[config.mk]
export PLATFORM = sky130hd
export DESIGN_NAME = ternary_block_dot_row
export DESIGN_NICKNAME = d
export VERILOG_FILES = /design/src/tbdr_pkg.sv /design/src/tbdr_lane_sum.sv /design/src/ternary_block_dot_row.sv
export SDC_FILE = /design/constraint.sdc
export NUM_CORES = 1
export LEC_CHECK = 0
export BUFFER_PORTS_ARGS = -buffer_cell sky130_fd_sc_hd__buf_2
export CAP_MARGIN = 15
export CORE_ASPECT_RATIO = 0.75
export CORE_UTILIZATION = 25
export CTS_CLUSTER_DIAMETER = 200
export CTS_CLUSTER_SIZE = 14
export DETAILED_ROUTE_END_ITERATION = 12
export GPL_TIMING_DRIVEN = 1
export PLACE_DENSITY = 0.48
export SLEW_MARGIN = 10
export SYNTH_ARGS = -nofsm -noshare
export SYNTH_HDL_FRONTEND = slang
export SYNTH_SLANG_ARGS = --single-unit
[constraint.sdc]
create_clock -name clk -period 12.94 [get_ports clk]
set_input_delay 0.647 -clock clk [delete_from_list [all_inputs] [get_ports clk]]
set_output_delay 0.647 -clock clk [all_outputs]
set_load 0.005 [all_outputs]
[src/tbdr_pkg.sv]
// Shared widths, types and the per-lane weight product for the ternary dot-row block.
package tbdr_pkg;

	localparam int unsigned LANES      = 4;
	localparam int unsigned CODE_W     = 2;
	localparam int unsigned ACT_W      = 8;
	localparam int unsigned SCALE_W    = 16;
	localparam int unsigned LANE_PROD_W = ACT_W + 1;
	localparam int unsigned LANE_SUM_W = LANE_PROD_W + 2;
	localparam int unsigned BLK_W      = 17;
	localparam int unsigned PROD_W     = BLK_W + SCALE_W;
	localparam int unsigned ROW_W      = 42;

	localparam logic signed [ROW_W-1:0] ROW_MAX = {1'b0, {(ROW_W-1){1'b1}}};
	localparam logic signed [ROW_W-1:0] ROW_MIN = {1'b1, {(ROW_W-1){1'b0}}};

	// The weight of a code is the code minus one.
	typedef enum logic [CODE_W-1:0] {
		CODE_NEG  = 2'd0,
		CODE_ZERO = 2'd1,
		CODE_POS  = 2'd2,
		CODE_TWO  = 2'd3
	} weight_code_t;

	typedef logic [LANES-1:0][ACT_W-1:0] act_vec_t;

	// Product of one activation with the weight of its code: a sign flip, zero,
	// a pass or a doubling.
	function automatic logic signed [LANE_PROD_W-1:0] lane_product(
		input logic [CODE_W-1:0] code,
		input logic [ACT_W-1:0]  act
	);
		logic signed [LANE_PROD_W-1:0] ext;
		logic signed [LANE_PROD_W-1:0] res;
		ext = {act[ACT_W-1], act};
		unique case (weight_code_t'(code))
			CODE_NEG:  res = -ext;
			CODE_ZERO: res = '0;
			CODE_POS:  res = ext;
			CODE_TWO:  res = {act, 1'b0};
		endcase
		return res;
	endfunction

endpackage

[src/tbdr_lane_sum.sv]
// Sum of the four weighted activations carried by one request.
module tbdr_lane_sum (
	input  logic [7:0]                                   codes,
	input  tbdr_pkg::act_vec_t                           acts,
	output logic signed [tbdr_pkg::LANE_SUM_W-1:0]       sum
);
	import tbdr_pkg::*;

	// Add the lane products, each sign-extended to the sum width.
	always_comb begin
		logic signed [LANE_SUM_W-1:0] acc;
		acc = '0;
		for (int l = 0; l < LANES; l++) begin
			acc = acc + LANE_SUM_W'(lane_product(codes[CODE_W*l +: CODE_W], acts[l]));
		end
		sum = acc;
	end

endmodule

[src/ternary_block_dot_row.sv]
// Top level of the ternary-weight int8 dot product over one matrix row.
//
// Channel  | Handshake            | Payload
// ---------+----------------------+--------------------------------------------------
// input    | in_valid / in_ready  | code_byte, act_0..act_3, block_scale,
//          |                      | block_end, row_end
// result   | out_valid/out_ready  | row_value, saturated (one per row)
//
// One request is taken every cycle while the pipe is not held. A row result is
// presented in an output register, reached through the input, block and scale registers.
// The pipeline is an input register, a block accumulate stage, the block scale
// multiply and the saturating row accumulate; a stage moves when the next is free.
// Only a row-ending request waiting on a full output register holds the pipe.
// Reset clears all valid flags and the block and row totals.
module ternary_block_dot_row (
	input  logic                                    clk,
	input  logic                                    arst_n,
	input  logic                                    in_valid,
	output logic                                    in_ready,
	input  logic [7:0]                              code_byte,
	input  logic signed [tbdr_pkg::ACT_W-1:0]       act_0,
	input  logic signed [tbdr_pkg::ACT_W-1:0]       act_1,
	input  logic signed [tbdr_pkg::ACT_W-1:0]       act_2,
	input  logic signed [tbdr_pkg::ACT_W-1:0]       act_3,
	input  logic signed [tbdr_pkg::SCALE_W-1:0]     block_scale,
	input  logic                                    block_end,
	input  logic                                    row_end,
	output logic                                    out_valid,
	input  logic                                    out_ready,
	output logic signed [tbdr_pkg::ROW_W-1:0]       row_value,
	output logic                                    saturated
);
	import tbdr_pkg::*;

	// Stage 1: registered request.
	logic                          valid_s1;
	logic [7:0]                    codes_s1;
	act_vec_t                      acts_s1;
	logic signed [SCALE_W-1:0]     scale_s1;
	logic                          close_s1;
	logic                          row_end_s1;

	// Stage 2: closed block total awaiting its scale.
	logic                          valid_s2;
	logic signed [BLK_W-1:0]       blk_s2;
	logic signed [SCALE_W-1:0]     scale_s2;
	logic                          row_end_s2;

	// Stage 3: scaled block value.
	logic                          valid_s3;
	logic signed [PROD_W-1:0]      prod_s3;
	logic                          row_end_s3;

	logic signed [BLK_W-1:0]       block_q;
	logic signed [ROW_W-1:0]       row_q;
	logic                          clip_q;

	logic                          out_valid_q;
	logic signed [ROW_W-1:0]       row_value_q;
	logic                          saturated_q;

	logic                          ready1, ready2, ready3;
	logic                          accept, adv1, adv3;
	logic signed [LANE_SUM_W-1:0]  lane_sum;
	logic signed [BLK_W-1:0]       block_next;
	logic signed [PROD_W-1:0]      mul;
	logic signed [ROW_W:0]         row_sum;
	logic signed [ROW_W-1:0]       row_next;
	logic                          row_ovf;

	// Backpressure chain: only a row result facing a full output register stalls.
	assign ready3   = !row_end_s3 || !out_valid_q || out_ready;
	assign ready2   = !valid_s3 || ready3;
	assign ready1   = !valid_s2 || ready2;
	assign in_ready = !valid_s1 || ready1;
	assign accept   = in_valid && in_ready;
	assign adv1     = valid_s1 && ready1;
	assign adv3     = valid_s3 && ready3;

	// Input register.
	always_ff @(posedge clk or negedge arst_n) begin
		if (!arst_n) begin
			valid_s1 <= 1'b0;
		end else if (accept) begin
			valid_s1 <= 1'b1;
		end else if (adv1) begin
			valid_s1 <= 1'b0;
		end
	end

	always_ff @(posedge clk) begin
		if (accept) begin
			codes_s1   <= code_byte;
			acts_s1    <= {act_3, act_2, act_1, act_0};
			scale_s1   <= block_scale;
			close_s1   <= block_end || row_end;
			row_end_s1 <= row_end;
		end
	end

	tbdr_lane_sum u_lane_sum (
		.codes (codes_s1),
		.acts  (acts_s1),
		.sum   (lane_sum)
	);

	// Block accumulate, wrapping at the block total width.
	assign block_next = block_q + BLK_W'(lane_sum);

	always_ff @(posedge clk or negedge arst_n) begin
		if (!arst_n) begin
			block_q <= '0;
		end else if (adv1) begin
			block_q <= close_s1 ? '0 : block_next;
		end
	end

	// Only block-closing requests continue past stage 1.
	always_ff @(posedge clk or negedge arst_n) begin
		if (!arst_n) begin
			valid_s2 <= 1'b0;
		end else if (ready1) begin
			valid_s2 <= adv1 && close_s1;
		end
	end

	always_ff @(posedge clk) begin
		if (adv1 && close_s1) begin
			blk_s2     <= block_next;
			scale_s2   <= scale_s1;
			row_end_s2 <= row_end_s1;
		end
	end

	// Block scale multiply.
	assign mul = PROD_W'(blk_s2) * PROD_W'(scale_s2);

	always_ff @(posedge clk or negedge arst_n) begin
		if (!arst_n) begin
			valid_s3 <= 1'b0;
		end else if (ready2) begin
			valid_s3 <= valid_s2;
		end
	end

	always_ff @(posedge clk) begin
		if (valid_s2 && ready2) begin
			prod_s3    <= mul;
			row_end_s3 <= row_end_s2;
		end
	end

	// Saturating row accumulate.
	assign row_sum  = (ROW_W+1)'(row_q) + (ROW_W+1)'(prod_s3);
	assign row_ovf  = row_sum[ROW_W] != row_sum[ROW_W-1];
	assign row_next = !row_ovf ? row_sum[ROW_W-1:0] :
	                  (row_sum[ROW_W] ? ROW_MIN : ROW_MAX);

	always_ff @(posedge clk or negedge arst_n) begin
		if (!arst_n) begin
			row_q  <= '0;
			clip_q <= 1'b0;
		end else if (adv3) begin
			if (row_end_s3) begin
				row_q  <= '0;
				clip_q <= 1'b0;
			end else begin
				row_q  <= row_next;
				clip_q <= clip_q || row_ovf;
			end
		end
	end

	// Output register.
	always_ff @(posedge clk or negedge arst_n) begin
		if (!arst_n) begin
			out_valid_q <= 1'b0;
		end else if (adv3 && row_end_s3) begin
			out_valid_q <= 1'b1;
		end else if (out_ready) begin
			out_valid_q <= 1'b0;
		end
	end

	always_ff @(posedge clk) begin
		if (adv3 && row_end_s3) begin
			row_value_q <= row_next;
			saturated_q <= clip_q || row_ovf;
		end
	end

	assign out_valid = out_valid_q;
	assign row_value = row_value_q;
	assign saturated = saturated_q;

	// A row result that is not taken stays presented with the same value.
	a_out_held: assert property (@(posedge clk) disable iff (!arst_n)
		out_valid && !out_ready |=> out_valid && $stable(row_value) && $stable(saturated))
		else $error("row result changed or dropped while waiting");

	// A closing request leaves the block total empty.
	a_block_cleared: assert property (@(posedge clk) disable iff (!arst_n)
		adv1 && close_s1 |=> block_q == '0)
		else $error("block total not cleared after block close");

	// Emitting a row leaves the row total and its clip flag clear.
	a_row_cleared: assert property (@(posedge clk) disable iff (!arst_n)
		adv3 && row_end_s3 |=> (row_q == '0) && !clip_q && out_valid)
		else $error("row state not cleared after row result");

endmodule
==> impl_metrics.yaml, run 1 <==
outcome:
  status: "complete, but fails checks"
  violations: "DRC"
global_route:
  grt_pass1_wl_mm: 99.20
  grt_pass1_vias: 16870
  antenna_found_initial: 0
  track_usage_pct: 13.33
  grt-ovfl-total: 0
  grt_max_degree: 52
sta:
  period_share_pct: 55.93
  tns_ns: 0
  max-slew-margin-rel_pct: 26.39
  setup_slack_ns: 5.702
  slew_violations: 0
  period_needed_ns: 7.238
  setup_viol: 0
  hold_viol_final: 0
  fmax_ghz: 0.1382
  rsz0062_at_grt: "false"
  worst_pin_slew_ns: 1.101
  clock_skew_ns: 0.01834
floorplanning:
  start_util_pct: 25.41
  pin_count: 107
  dieArea_sq_um: 94870
  rows: 96
  core_sq_um: 92130
  die_width_microns: 355.3
  die_y_microns: 267
synthesis:
  synth_flop_cell: "edfxtp_1"
  yosys.area.top_type_share_pct: 27.71
  synth-xor-area-share_pct: 3.897
  synth_top_family_by_area: "adder cells"
  synth_compound_area_share_pct: 10.94
  seq_area_frac_synth_pct: 28.52
  muxShareOfSynthArea_pct: 0.4971
  ys_top_cells_by_area: "fa_1, edfxtp_1, ha_1, dfrtp_1, inv_1"
  syn_avg_cell_area_sq_um: 10.09
  synth_edf_count: 169
  netlist_instances: 2320
  async_flop_share_pct: 27.47
  syn-cell-area_sq_um: 23410
  ys_types: 69
  ys_warn_count: 0
  synth_top_area_cell: "fa_1"
  synth_seq_cells: 233
  synth_nets: 2853
  synth_fa_ha_area_share_pct: 35.69
  yosys.area_share.simple_pct: 12.56
route:
  first_pass_iters: 9
  drcViolationCount: 7
  vias_per_cell: 4.426
  wire_per_inst_microns: 16.84
  vias: 15990
  dr.first_iter.drc_count: 984
  drt-total-wl_mm: 60.85
  antenna_left: 0
worst_setup_path:
  path_class: "flop to flop"
  cp.arrival_ns: 7.52
  critPathMaxFanout: 17
  worstSetupEndpointType: "flop"
  worst_ep_required_time_ns: 13.23
  start_kind: "flop"
cells_and_area:
  layout-drive-gt1-share_pct: 7.074
  final_nets: 2909
  diodes: 0
  area_growth_pct: 10.37
  n_fill_cell: 9693
  final_area_sq_um: 25840
  finalNonFillerCells: 3614
clocking:
  hold_buffers: 0
  clock_latency_ns: 0.55
  htree_levels: 1
  cts_buffers: 20
  cts_setup_buffers: 0
  cts_tree: "yes"
  cts_resized: 0
  clk_pin_slew_ns: 0.09
  cts_sinks: 233
  clockBufferDepth: 3
  cts-root-buf: "clkbuf_16"
place:
  dpl_cell_area_sq_um: 25260
  gp_congestion: 0.8272
  post-place-ws_ns: 5.685
  portBuffers: 106
  place_hpwl_mm: 48.64
  dpl.cell_count: 3579
job:
  drv_cap: 0
min_path:
  hold_path.class: "primary input to asynchronous set/reset pin"
[critical path, cell delays in order, from the launching register on]
cell	delay, ns
edfxtp_1	0.73
and2_1	0.33
fa_1	0.53
inv_1	0.05
fa_1	0.46
fa_1	0.44
fa_1	0.54
inv_1	0.05
fa_1	0.53
inv_1	0.05
fa_1	0.54
inv_1	0.05
ha_1	0.41
a21oi_1	0.20
o21ai_0	0.15
a22oi_1	0.42
o211ai_1	0.23
a2111oi_0	0.43
a311oi_1	0.13
a41o_1	0.28
o41ai_1	0.32
xnor2_1	0.11
[Yosys cell counts (21+ instances only)]
cell type and count:
xnor2_1 77, a21o_1 38, xor2_1 24, clkbuf_1 71, a21oi_1 120, nor3_1 25, edfxtp_1 169, ha_1 147
and2_1 137, dfrtp_1 64, nor2_1 113, nand2_1 226, fa_1 324, nand3_1 21, inv_1 404, o21ai_0 95
[per-layer routing]
| layer | vias to the layer above | GRT usage, % | routed length [microns] | share of wire, % |
|---|---|---|---|---|
| met4 | 0 | 1.561 | 665 | 1.1 |
| met1 | 8028 | 20.18 | 31440 | 52 |
| met5 | - | 0 | 0 | 0 |
| met2 | 275 | 20.63 | 26500 | 44 |
| met3 | 46 | 1.662 | 2251 | 3.7 |
| li1 | 7645 | - | - | - |
[area by class of cell]
class | count | area [sq um] | share of cell area, %
clock buffers | 34 | 574.3 | 2.223
flip-flops and latches | 233 | 6676 | 25.84
well taps | 1225 | 1533 | 5.932
clock inverters | 1 | 6.256 | 0.02421
repair buffers | 118 | 623.1 | 2.412
inverters | 404 | 1516 | 5.870
multi-input cells | 1599 | 14910 | 57.70
[logic make-up (layout without fill, tap and decap cells)]
group / count (synthesis) / in the layout
buffers and inverters: 488 / 557
AOI/OAI and AO/OA: 402 / 402
xor gates and xnor gates: 102 / 102
adders and majority gates: 474 / 474
and+or+nand+nor: 610 / 610
DFF: 233 / 233
muxes: 11 / 11
[cells in the final DEF, fill, tap and decap left out, types with 18 or more instances in the layout]
master,instances
edfxtp_1,169
ha_1,147
nor2_1,111
nand2_1,226
buf_2,105
o21ai_0,95
nand3_1,21
dfrtp_1,64
a21oi_1,120
and2_1,136
clkbuf_16,21
nor3_1,25
a21o_1,38
nand2b_1,18
inv_1,403
fa_1,324
xor2_1,24
xnor2_1,77
[metrics by stage]
step | hold slack [ns] | util [%]
finish | 0.03441 | 28.04
global route | 0.02917 | 28.04
CTS | 0.01242 | 28.04
detailed placement | 0.4045 | 27.41
global placement | 0.4029 | 27.41
floorplan | 0.3514 | -
[registers in the layout (all words and copies together), names as in the netlist, 8 cells and up]
register	flops
acts_s1	32
row_value	42
row_q	42
blk_s2	17
codes_s1	8
prod_s3	33
block_q	17
scale_s1	16
scale_s2	16
[path summary, 6_finish.rpt]
path                                     end  slack, ns  depth (start not counted)          from
min in group clk                 acts_s1[13]       0.27                          1      act_1[5]
worst max-delay path             prod_s3[31]       5.70                         21   scale_s2[4]
worst min register to register  scale_s2[13]       0.41                          0  scale_s1[13]
worst min-delay path                row_q[9]       0.03                          1        arst_n
worst max register to register   prod_s3[31]       5.70                         21   scale_s2[4]
max in group asynchronous        block_q[11]      11.89                          2        arst_n
Power of run 1 is left out: the tool's default activity adds up to more than one toggle a clock period on the data nets, which glitch-free logic cannot reach.
==> run 2: changes to the inputs <==
clock period = 7.5 ns   (was 12.94 ns; I/O delays follow)
==> impl_metrics.yaml, run 2 (synthesis results as in run 1) <==
place:
  gp_congestion: 0.8305
  place_hpwl_mm: 49.99
  portBuffers: 106
worst_setup_path:
  worst_ep_required_time_ns: 7.79
  cp.arrival_ns: 7.34
  startpoint: "blk_s2[6]"
  rr_startpoint: "blk_s2[6]"
  path_class: "flop to flop"
  critPathMaxFanout: 10
  worstSetupEndpointType: "flop"
  start_kind: "flop"
cells_and_area:
  area_growth_pct: 13.92
  layout-drive-gt1-share_pct: 8.354
  final_common_cell: "inv_1"
  final_cell_mix: "inv_1, fa_1, nand2_1, edfxtp_1, ha_1"
  utilization_pct: 28.95
  final_nets: 2998
sta:
  rsz0062_at_grt: "false"
  period_share_pct: 93.99
  fmax_ghz: 0.1419
  slew_violations: 0
  hold_viol_final: 0
  period_needed_ns: 7.050
  tns_ns: 0
  clock_skew_ns: 0.03587
  worst_pin_slew_ns: 1.115
  max-slew-margin-rel_pct: 25.47
  setup_viol: 0
route:
  wire_per_inst_microns: 16.86
  dr.first_iter.drc_count: 994
  first_pass_iters: 10
  vias: 16500
  antenna_left: 0
  vias_per_cell: 4.454
  drcViolationCount: 12
  drt-total-wl_mm: 62.44
global_route:
  globalRouteMet1Util_pct: 20.11
  grt_max_degree: 50
  grt_pass1_vias: 16950
  grt-ovfl-total: 0
  top_usage_layer: "met2"
  gr-usage-met3_pct: 2.058
  antenna_found_initial: 1
  grt_pass1_wl_mm: 99.93
  met2_usage_pct: 20.88
  track_usage_pct: 13.50
clocking:
  clk_pin_slew_ns: 0.09
  cts_sinks: 233
  cts_tree: "yes"
  clock_latency_ns: 0.56
  htree_levels: 1
  cts-root-buf: "clkbuf_16"
  clockBufferDepth: 3
  cts_buffers: 20
floorplanning:
  pin_count: 107
  rows: 96
  die_y_microns: 267
  die_width_microns: 355.3
  start_util_pct: 25.41
  dieArea_sq_um: 94870
  core_sq_um: 92130
outcome:
  status: "complete, but fails checks"
  violations: "DRC"
min_path:
  hold_path.startpoint: "block_scale[9]"
  hold_path.class: "primary input to flop"
job:
  drv_cap: 0
run 2: layer usage:
layer,vias to the layer above,part of all wire [%]
met1,8292,50
li1,7825,-
met5,-,0
met4,0,1.3
met3,44,4.9
met2,337,43
run 2: path summary, 6_finish.rpt:
path,endpoint,slack (ns),cells after the start
worst max-delay path,prod_s3[31],0.45,21
worst min-delay path,scale_s1[9],0.04,1
worst max register to register,prod_s3[31],0.45,21
worst min register to register,scale_s2[8],0.41,0
max in group asynchronous,block_q[9],6.16,3
min in group asynchronous,row_q[5],0.35,2
run 2: area by class of cell:
class / count / area [sq um]
flip-flops and latches: 233 / 6676
clock inverters: 1 / 7.507
fillers: 9672 / 65460
well taps: 1225 / 1533
repair buffers: 207 / 1446
diodes: 1 / 2.502
clock buffers: 34 / 574.3
inverters: 404 / 1516
multi-input cells: 1599 / 14910
run 2: per-stage QoR:
stage	std cells	hold WS, ns	setup slack [ns]	instance area [sq um]
after floorplan	2320	0.07941	1.087	23410
after global placement	3605	0.3468	0.4827	25450
after detailed placement	3605	0.3528	0.3155	25450
after CTS	3692	0.001406	0.2806	26550
after global routing	3703	0.008195	0.06107	26670
final	3704	0.04368	0.4504	26670
run 2: worst max-delay path, cell delays in order (launching register included):
cell	delay, ns
edfxtp_1	0.62
and2_1	0.26
fa_1	0.53
inv_1	0.05
fa_1	0.47
fa_1	0.51
inv_1	0.04
ha_1	0.33
fa_1	0.55
inv_1	0.06
fa_1	0.55
inv_1	0.05
ha_1	0.36
a21oi_1	0.37
o211ai_1	0.22
a22oi_2	0.28
o211ai_1	0.18
a2111oi_0	0.46
a311oi_1	0.13
a41o_1	0.29
o41ai_1	0.38
xnor2_1	0.11
run 2: timing repair:
item,in CTS,in global routing
endpoints found under the hold margin,75,0
hold buffers,52,0
setup endpoints to repair,0,1
gates resized for setup,0,1
buffers inserted,0,11
Power of run 2 is left out for the same reason.
==> run 3: changes to the inputs <==
ABC_AREA = 1   (was default)
MAX_ROUTING_LAYER = met4   (was default)
==> impl_metrics.yaml, run 3 <==
cells_and_area:
  diodes: 0
  layout-drive-gt1-share_pct: 5.732
  finalNonFillerCells: 4466
  final_nets: 3659
  final_cell_mix: "nand2_1, inv_1, fa_1, edfxtp_1, nor2_1"
  area_growth_pct: 12.28
  n_fill_cell: 10750
  final_common_cell: "nand2_1"
  final_area_sq_um: 28040
worst_setup_path:
  cp.arrival_ns: 6.77
  startpoint: "scale_s2[1]"
  worstSetupEndpointType: "flop"
  rr_endpoint: "prod_s3[25]"
  rr_startpoint: "scale_s2[1]"
  worst_ep_required_time_ns: 7.82
  start_kind: "flop"
  crit_path_end: "prod_s3[25]"
  r2r_setup_slack_ns: 1.05
  path_class: "flop to flop"
  r2r_cells: 16
  critPathMaxFanout: 17
synthesis:
  ys_top_cells_by_area: "fa_1, edfxtp_1, nand2_1, inv_1, ha_1"
  syn-cell-area_sq_um: 24980
  ys_warn_count: 0
  netlist_instances: 3010
  synth_top_area_cell: "fa_1"
  synth_edf_count: 169
  yosysMostFrequentCell: "nand2_1"
  syn_avg_cell_area_sq_um: 8.298
  synth_commonest_cells: "nand2_1, inv_1, fa_1"
  yosys.area.top_type_share_pct: 25.97
  synth_flop_cell: "edfxtp_1"
  ys_types: 48
  async_flop_share_pct: 27.47
  synth_nets: 3543
  synth_seq_cells: 233
  seq_area_frac_synth_pct: 26.73
place:
  dpl_cell_area_sq_um: 26940
  place_hpwl_mm: 54.49
  dpl.cell_count: 4377
  gp_congestion: 0.9031
  portBuffers: 106
clocking:
  cts_setup_buffers: 0
  clk_pin_slew_ns: 0.10
  htree_levels: 1
  cts-root-buf: "clkbuf_16"
  clockBufferDepth: 3
  cts_sinks: 233
  cts_tree: "yes"
  cts_buffers: 20
  clock_latency_ns: 0.58
sta:
  worst_pin_slew_ns: 0.9467
  period_needed_ns: 6.454
  rsz0062_at_grt: "false"
  clock_skew_ns: 0.05361
  tns_ns: 0
  hold_viol_final: 0
  setup_viol: 0
  hold_ws_ns: 0.02912
  max-slew-margin-rel_pct: 36.88
  period_share_pct: 86.05
  fmax_ghz: 0.1550
  slew_violations: 0
outcome:
  status: "finished, final reports clean"
floorplanning:
  dieArea_sq_um: 101200
  pin_count: 107
  rows: 100
  die_y_microns: 275.7
  start_util_pct: 25.20
  core_sq_um: 99100
  die_width_microns: 367.0
global_route:
  track_usage_pct: 14.00
  grt_max_degree: 57
  antenna_found_initial: 3
  grt_pass1_vias: 19200
  grt-ovfl-total: 0
  grt_pass1_wl_mm: 109.0
route:
  vias: 18710
  wire_per_inst_microns: 15.10
  dr.first_iter.drc_count: 1281
  drt-total-wl_mm: 67.44
  drcViolationCount: 0
  antenna_left: 0
  first_pass_iters: 5
  vias_per_cell: 4.190
job:
  drv_cap: 0
min_path:
  hold_path.class: "primary input to flop"
## run 3: changes by cell type after synthesis, sizes merged, moves of 11 or more
cell,delta
nand2,+617
a21o,-31
o21a,-12
inv,+320
nor2b,-11
nor2,+57
nand3,+58
o21ai,-26
and2,-134
or3,-14
xor2,+34
nand2b,-18
xnor2,-51
nand4,+13
## run 3: routing by layer
layer	GRT usage, %	share of wire, %	up-vias	routed length (microns)
met5	-	0	-	0
met4	1.612	1.1	0	715
met3	1.818	4.3	49	2933
met2	21.13	43	344	28680
met1	20.43	52	9007	35100
li1	-	-	9313	-
## run 3: area by class of cell
| type | instances | area [sq um] | share of cell area, % |
|---|---|---|---|
| Tap cell | 1326 | 1659 | 5.916 |
| Clock buffer | 34 | 553.0 | 1.972 |
| Timing Repair Buffer | 174 | 1176 | 4.194 |
| Sequential cell | 233 | 6676 | 23.81 |
| Multi-Input combinational cell | 1972 | 15240 | 54.33 |
| Inverter | 725 | 2721 | 9.704 |
| Clock inverter | 2 | 22.52 | 0.08031 |
## run 3: worst max-delay path: stages (launching register included)
cell,delay (ns)
edfxtp_1,0.79
nand2_1,0.20
inv_1,0.15
fa_1,0.53
fa_1,0.90
fa_1,0.53
fa_1,0.51
fa_1,0.49
inv_1,0.05
fa_1,0.47
inv_1,0.04
ha_1,0.37
nand2_1,0.13
nor4_1,0.51
nand2_1,0.10
o211ai_1,0.32
xor2_1,0.11
## run 3: worst min path at each step
stage,from,end,cells after the start
detailed placement,arst_n,row_q[8],1
finish,block_scale[13],scale_s1[13],1
floorplan,arst_n,block_q[0],0
global route,block_scale[10],scale_s1[10],1
global placement,arst_n,row_q[10],1
CTS,block_scale[12],scale_s1[12],1
## run 3: logic make-up after synthesis
group | after synthesis | share of synthesized area [%]
fa+ha+maj | 471 | 33.33
flops | 233 | 26.73
compound gates | 258 | 5.881
simple gates | 1158 | 18.77
buf+inv | 805 | 12.31
xor+xnor | 85 | 2.981
## run 3: through the flow
| stage | setup WS, ns | util (%) |
|---|---|---|
| 2_1_floorplan | 1.779 | - |
| 3_3_place_gp | 1.110 | 27.18 |
| 4_1_cts | 1.092 | 28.30 |
| 3_5_place_dp | 1.121 | 27.18 |
| 5_1_grt | 0.6214 | 28.30 |
| 6_report | 1.046 | 28.30 |
## run 3: what timing repair did
| item | 4_1_cts | 5_1_grt |
|---|---|---|
| resized for setup | 0 | 0 |
| endpoints found under the setup margin | 0 | 0 |
| hold buffers | 53 | 0 |
| hold endpoints to repair | 80 | 0 |
Power of run 3 is left out for the same reason.
